===== src/design/assert_macros.svh =====
// Assertion macros used by the billboard expander RTL.
// No dependencies.
`ifndef ASSERT_MACROS_SVH
`define ASSERT_MACROS_SVH

// same-cycle implication, disabled in reset
`define PBE_ASSERT_IMPL(lbl, clk, rst_n, ante, cons) \
    lbl: assert property (@(posedge clk) disable iff (!rst_n) (ante) |-> (cons)) \
        else $error("pbe assertion failed");

// next-cycle implication, disabled in reset
`define PBE_ASSERT_NEXT(lbl, clk, rst_n, ante, cons) \
    lbl: assert property (@(posedge clk) disable iff (!rst_n) (ante) |=> (cons)) \
        else $error("pbe assertion failed");

`endif


===== src/design/pbe_pkg.sv =====
// Types and constants of the particle billboard expander.
// No dependencies.
package pbe_pkg;

    localparam int unsigned DIV_STEPS = 16;
    localparam logic [16:0] ONE_Q16   = 17'h10000;
    localparam logic [7:0]  ALPHA_MIN = 8'd2;
    localparam logic [49:0] RND_HALF  = 50'd8192;

    typedef enum logic [2:0] {
        REG_LIFE_SPAN  = 3'd0,
        REG_SIZE_START = 3'd1,
        REG_SIZE_END   = 3'd2,
        REG_RGBA_START = 3'd3,
        REG_RGBA_END   = 3'd4,
        REG_UP_AXIS    = 3'd5,
        REG_RIGHT_AXIS = 3'd6
    } t_reg_idx;

    typedef struct packed {
        logic [30:0] life_span;
        logic [30:0] size_start;
        logic [30:0] size_end;
        logic [31:0] rgba_start;
        logic [31:0] rgba_end;
        logic [47:0] up_axis;
        logic [47:0] right_axis;
    } t_cfg;

    typedef struct packed {
        logic signed [31:0] pos_x;
        logic signed [31:0] pos_y;
        logic signed [31:0] pos_z;
    } t_pos;

    typedef struct packed {
        logic [7:0] red;
        logic [7:0] green;
        logic [7:0] blue;
        logic [7:0] opacity;
    } t_color;

endpackage


===== src/design/pbe_cfg_regs.sv =====
// APB configuration registers of the billboard expander.
// Depends on pbe_pkg.
module pbe_cfg_regs (
    input  logic           i_clk,
    input  logic           i_rst_n,
    input  logic           psel,
    input  logic           penable,
    input  logic           pwrite,
    input  logic [5:0]     paddr,
    input  logic [63:0]    pwdata,
    output logic [63:0]    prdata,
    output logic           pready,
    output pbe_pkg::t_cfg  o_cfg
);
    pbe_pkg::t_cfg    r_cfg;
    pbe_pkg::t_reg_idx w_idx;
    logic             w_wr;

    assign pready = 1'b1;
    assign w_idx  = pbe_pkg::t_reg_idx'(paddr[5:3]);
    assign w_wr   = psel && penable && pwrite;
    assign o_cfg  = r_cfg;

    always_ff @(posedge i_clk) begin
        if (!i_rst_n) begin
            r_cfg.life_span  <= 31'd65536;
            r_cfg.size_start <= 31'd65536;
            r_cfg.size_end   <= 31'd65536;
            r_cfg.rgba_start <= 32'hFFFF_FFFF;
            r_cfg.rgba_end   <= 32'hFFFF_FF00;
            r_cfg.up_axis    <= 48'h0000_4000_0000;
            r_cfg.right_axis <= 48'h4000_0000_0000;
        end else if (w_wr) begin
            unique case (w_idx)
                pbe_pkg::REG_LIFE_SPAN:  r_cfg.life_span  <= pwdata[30:0];
                pbe_pkg::REG_SIZE_START: r_cfg.size_start <= pwdata[30:0];
                pbe_pkg::REG_SIZE_END:   r_cfg.size_end   <= pwdata[30:0];
                pbe_pkg::REG_RGBA_START: r_cfg.rgba_start <= pwdata[31:0];
                pbe_pkg::REG_RGBA_END:   r_cfg.rgba_end   <= pwdata[31:0];
                pbe_pkg::REG_UP_AXIS:    r_cfg.up_axis    <= pwdata[47:0];
                pbe_pkg::REG_RIGHT_AXIS: r_cfg.right_axis <= pwdata[47:0];
                default: ;
            endcase
        end
    end

    always_comb begin
        unique case (w_idx)
            pbe_pkg::REG_LIFE_SPAN:  prdata = {33'd0, r_cfg.life_span};
            pbe_pkg::REG_SIZE_START: prdata = {33'd0, r_cfg.size_start};
            pbe_pkg::REG_SIZE_END:   prdata = {33'd0, r_cfg.size_end};
            pbe_pkg::REG_RGBA_START: prdata = {32'd0, r_cfg.rgba_start};
            pbe_pkg::REG_RGBA_END:   prdata = {32'd0, r_cfg.rgba_end};
            pbe_pkg::REG_UP_AXIS:    prdata = {16'd0, r_cfg.up_axis};
            pbe_pkg::REG_RIGHT_AXIS: prdata = {16'd0, r_cfg.right_axis};
            default:                 prdata = 64'd0;
        endcase
    end
endmodule


===== config.mk =====
export PLATFORM = sky130hd
export DESIGN_NAME = pbe_cfg_regs
export DESIGN_NICKNAME = d
export VERILOG_FILES = /design/src/design/assert_macros.svh /design/src/design/pbe_pkg.sv /design/src/design/pbe_cfg_regs.sv
export SDC_FILE = /design/constraint.sdc
export NUM_CORES = 1
export LEC_CHECK = 0
export BUFFER_PORTS_ARGS = -buffer_cell sky130_fd_sc_hd__buf_2
export CAP_MARGIN = 20
export CORE_MARGIN = 4
export CORE_UTILIZATION = 54
export CTS_CLUSTER_SIZE = 25
export DETAILED_ROUTE_END_ITERATION = 7
export GPL_TIMING_DRIVEN = 0
export PLACE_DENSITY = 0.95
export SLEW_MARGIN = 15
export SYNTH_ARGS = -nofsm -noshare
export SYNTH_HDL_FRONTEND = slang
export SYNTH_SLANG_ARGS = --single-unit

===== constraint.sdc =====
create_clock -name i_clk -period 4.3 [get_ports i_clk]
set_clock_uncertainty 0.15 [all_clocks]
set_input_delay 1.29 -clock i_clk [delete_from_list [all_inputs] [get_ports i_clk]]
set_output_delay 1.29 -clock i_clk [all_outputs]
set_load 0.1 [all_outputs]

==> reports/results.env <==
OUTCOME='finished, final reports clean'
FIN_NETS=1633
WORST_EP_REQUIRED_TIME_NS=2.86
FIRSTDRTPASSITERS=5
WORSTPATHMAXFANOUT=10
POWER.SHARE.CLOCK=0.428
SYN2LAYOUT_AREA_GROWTH_PCT=30.39
POST_SYNTH_MAIN_AREA_CONTRIBUTORS='sky130_fd_sc_hd__dfxtp_1, sky130_fd_sc_hd__mux2i_1, sky130_fd_sc_hd__nand2_1'
SETUP.WORST_PATH.CLASS='in2out'
GRT-OVFL-TOTAL=0
CRITICAL-PATH-MAX-STAGE-DELAY_NS=0.44
DETAILED_PLACE_HPWL_MM=33.78
FINISH.UTILIZATION=0.7250
P_PER_AREA_mW_PER_MM2=378.9
SETUP.WORST_PATH.END_CLASS='output port'
FP.DIEAREA_SQ_MM=0.02342
SETUP.REG_TO_REG.WORST_SLACK_NS=3.37
HOLDCRITPATHCLASS='reg2reg'
WORSTPATHARRIVAL_NS=2.85
START_UTIL=0.5560
POWER.LEAKAGE_nW=6.668
CTS_HTREE_LEVELS=1
SEQUENTIAL_CELL_AREA_FRACTION_IN_THE_YOSYS_REPORT=0.4459
SYNTH-MAIN-FF-CELL='sky130_fd_sc_hd__dfxtp_1'
MAX-CAP-VIOLATIONS=0
VIA_COUNT=11597
GP_CONGESTION=0.9034
CTS_INSERTED_BUFFERS=26
TIMING.FMAX_MHz=233.3
POSTSYNTHREGISTERBITS=253
SYNTH-COMPOUND-AREA-SHARE=0.1074
POWER.SHARE.SWITCHING=0.2865
DIE-WIDTH_UM=153.0
ANTENNA_LEFT=0
IOPINCOUNT=393
WORST-R2R-CELL-COUNT=2
LARGEST_REGISTER_FF_COUNT=253
FINALWORSTPATHREQUIREDPERIOD_NS=4.286
ADDER_CELL_SHARE_OF_THE_SYNTHESIZED_AREA=0
SYNTH_CELL_TYPE_COUNT=38
WORST_IR_DROP_VDD_V=0.0003052
FINAL.SETUP.WORST_SLACK_NS=0.01418
ROUTED_WL_MM=47.85
FINAL_LAYOUT_SIZE_SUFFIX_GT1_FRAC=0.3321
SYNTHMOSTINSTANTIATEDCELL='sky130_fd_sc_hd__dfxtp_1'
CLOCKROOTBUFFER='sky130_fd_sc_hd__clkbuf_16'
SLOWEST_STAGE='sky130_fd_sc_hd__clkbuf_2'
PRE_CTS_SLACK_NS=-0.7171
SYN_AREA_SQ_MM=0.01136
YOSYS.AREA_SHARE.SIMPLE=0.1373
DIE_H_UM=153.0
CLK_LATENCY_NS=0.53
SYNTH_TOP_AREA_SHARE=0.4459
CLOCK_TREE_FROM_TRITONCTS='built'
TIMING.CRITICAL_PATH.FROM_TYPE='input pin'
HP-START='o_cfg[173]$_SDFFE_PN0P_'
COMBINATIONAL_FAMILY_WITH_THE_MOST_AREA_AFTER_SYNTHESIS='multiplexers'
CPLARGESTDELAYFAMILY='buffers and inverters'
MET2_LENGTH_MM=21.93
PLACEMENT_ROWS=52
MET3WIRELENGTH_MM=5.568
VIAS_PER_CELL=6.272
WORST_MIN_DELAY_PATH_ENDPOINT='o_cfg[173]$_SDFFE_PN0P_'
YS_ASYNC_SR_FRACTION=0
GRT_MAX_DEGREE=14
SYNTH_CELLS=1159
NFILLCELLS=1397
GRT_ANTENNA_BEFORE_REPAIR=0
GRT_USAGE=0.3812
SYNTH_COMMON_CELLS='sky130_fd_sc_hd__dfxtp_1, sky130_fd_sc_hd__mux2i_1, sky130_fd_sc_hd__nand2_1'
TIGHTEST_SLEW_NS=0.8905
TOTAL_ROUTED_WIRE_LENGTH_ON_THE_MET1_LAYER_MM=17.05
IO_BUFFER_COUNT=355
ROUTE.TOP_LAYER_USED='met4'
CP.BUFFERS_INVERTERS=5
DRT-INITIAL-DRC-COUNT=1192
VIAS_IN_THE_FIRST_GLOBAL_ROUTE=11565
INTERNAL_POWER_W=0.004003
SYNTH.YOSYS.WARNINGS=0
REPORT.FINAL.SLEW_VIOL_COUNT=0
REGTOREGENDPOINT='o_cfg[135]$_SDFFE_PN1P_'
FIN_CRIT_SH=0.9967
GLOBAL_ROUTE_WIRE_LENGTH_BEFORE_REPAIR_MM=69.75
TNS_NS=0
CTS.PATH.MAX_BUFFERS=3
POWER.COMBINATIONAL.FRACTION=0.148
REG2REG_FROM='o_cfg[135]$_SDFFE_PN1P_'
TIMING.FINAL.HOLD_VIOLATIONS=0
SYNTH_EDF_COUNT=0
REG_CLK_SLEW_REPORTED_PATHS_NS=0.06
SYNTH_MUX_AREA_FRAC=0.2485
GRT_SETUP_UNREPAIRED='no'
SETUP_VIOL=0
CLKSINKCOUNT=253
NETLIST.TOP_CELL.BY_AREA='sky130_fd_sc_hd__dfxtp_1'
MIN_DELAY_PATH_DEPTH=2
SYN_AREA_PER_CELL_SQ_UM=9.800
SYNTH_XOR_XNOR_AREA_SHARE=0
ROUTE.DETAILED.WL_PER_INST_UM=25.88
TIMING.SLEW.HEADROOM=0.4063
CORE-AREA_SQ_MM=0.02043
CP_CELL_SEQUENCE='buf_2 > buf_8 > inv_1 > clkbuf_2 > a32oi_1 > o211ai_1 > buf_6'
POWER_FRAC_SEQ=0.424
DRT_DRC_VIOLATIONS_LEFT=0
P_SWITCHING_W=0.001608
==> worst reg2reg max path, delay by kind of cell, from the launching register on <==
kind	cells	cell delay, ns
DFF	1	0.46
AOI/OAI and AO/OA	2	0.23
==> per-stage QoR <==
step	total power (W)	cell area [sq um]	hold slack, ns	instances
6_report	0.005611	14810	0.3179	1849
3_3_place_gp	0.003195	13600	0.3012	1799
3_5_place_dp	0.003206	13600	0.3136	1799
5_1_grt	0.005723	14810	0.3410	1848
2_1_floorplan	0.003002	11480	0.7417	1174
4_1_cts	0.005587	14730	0.3195	1847
==> per-layer routing <==
metal | track usage | up-vias
li1 | - | 4861
met1 | 0.4608 | 5480
met2 | 0.6324 | 968
met3 | 0.08510 | 288
met4 | 0.2062 | 0
met5 | 0 | -
==> layout make-up <==
class / instances / area, sq um / area share
clock inverters: 7 / 110.1 / 0.007434
clock buffers: 41 / 808.3 / 0.05457
flip-flops and latches: 253 / 5065 / 0.3420
inverters: 10 / 37.54 / 0.002534
repair buffers: 357 / 1952 / 0.1318
diodes: 1 / 2.502 / 0.0001690
well taps: 270 / 337.8 / 0.02281
plain buffers: 115 / 789.5 / 0.05331
multi-input cells: 795 / 5708 / 0.3854
==> cells by family after synthesis <==
logic type             Yosys count
AND/OR/NAND/NOR                344
multiplexers                   278
flip-flops                     253
AO/OA/AOI/OAI                  156
buffers and inverters          126
other                            2
==> placed cells by master, fill, tap and decap left out, types with 27 or more instances in the layout <==
master                        n
sky130_fd_sc_hd__clkbuf_1    39
sky130_fd_sc_hd__buf_4       67
sky130_fd_sc_hd__a22oi_1     57
sky130_fd_sc_hd__a32oi_1     31
sky130_fd_sc_hd__o211ai_1    30
sky130_fd_sc_hd__clkbuf_16   27
sky130_fd_sc_hd__nand2_1    243
sky130_fd_sc_hd__dfxtp_1    253
sky130_fd_sc_hd__buf_2      327
sky130_fd_sc_hd__nor2b_1     79
sky130_fd_sc_hd__mux2_2      31
sky130_fd_sc_hd__mux2i_1    246
==> power by group through the flow <==
stage	Combinational, W	Clock [W]	Sequential, W
after floorplan	0.000448	0	0.00255
after global placement	0.000768	0	0.00243
after detailed placement	0.000777	0	0.00243
after CTS	0.000805	0.00241	0.00238
after global routing	0.000847	0.00250	0.00238
final	0.000832	0.00240	0.00238
==> worst max-delay path by stage <==
stage                     depth (start not counted)     start         end
final                                             7  paddr[3]  prdata[16]
after detailed placement                          7  paddr[4]  prdata[16]
after global routing                              7  paddr[5]  prdata[29]
after floorplan                                   5  paddr[3]  prdata[11]
after CTS                                         7  paddr[5]  prdata[16]
after global placement                            7  paddr[4]  prdata[21]
==> timing repair <==
action,in CTS,in global routing
buffers inserted,1,1
gates resized for setup,85,23
hold buffers,0,0
pin swaps,1,2
setup endpoints to repair,48,35
Note: power is estimated with default switching activity, not from simulation.
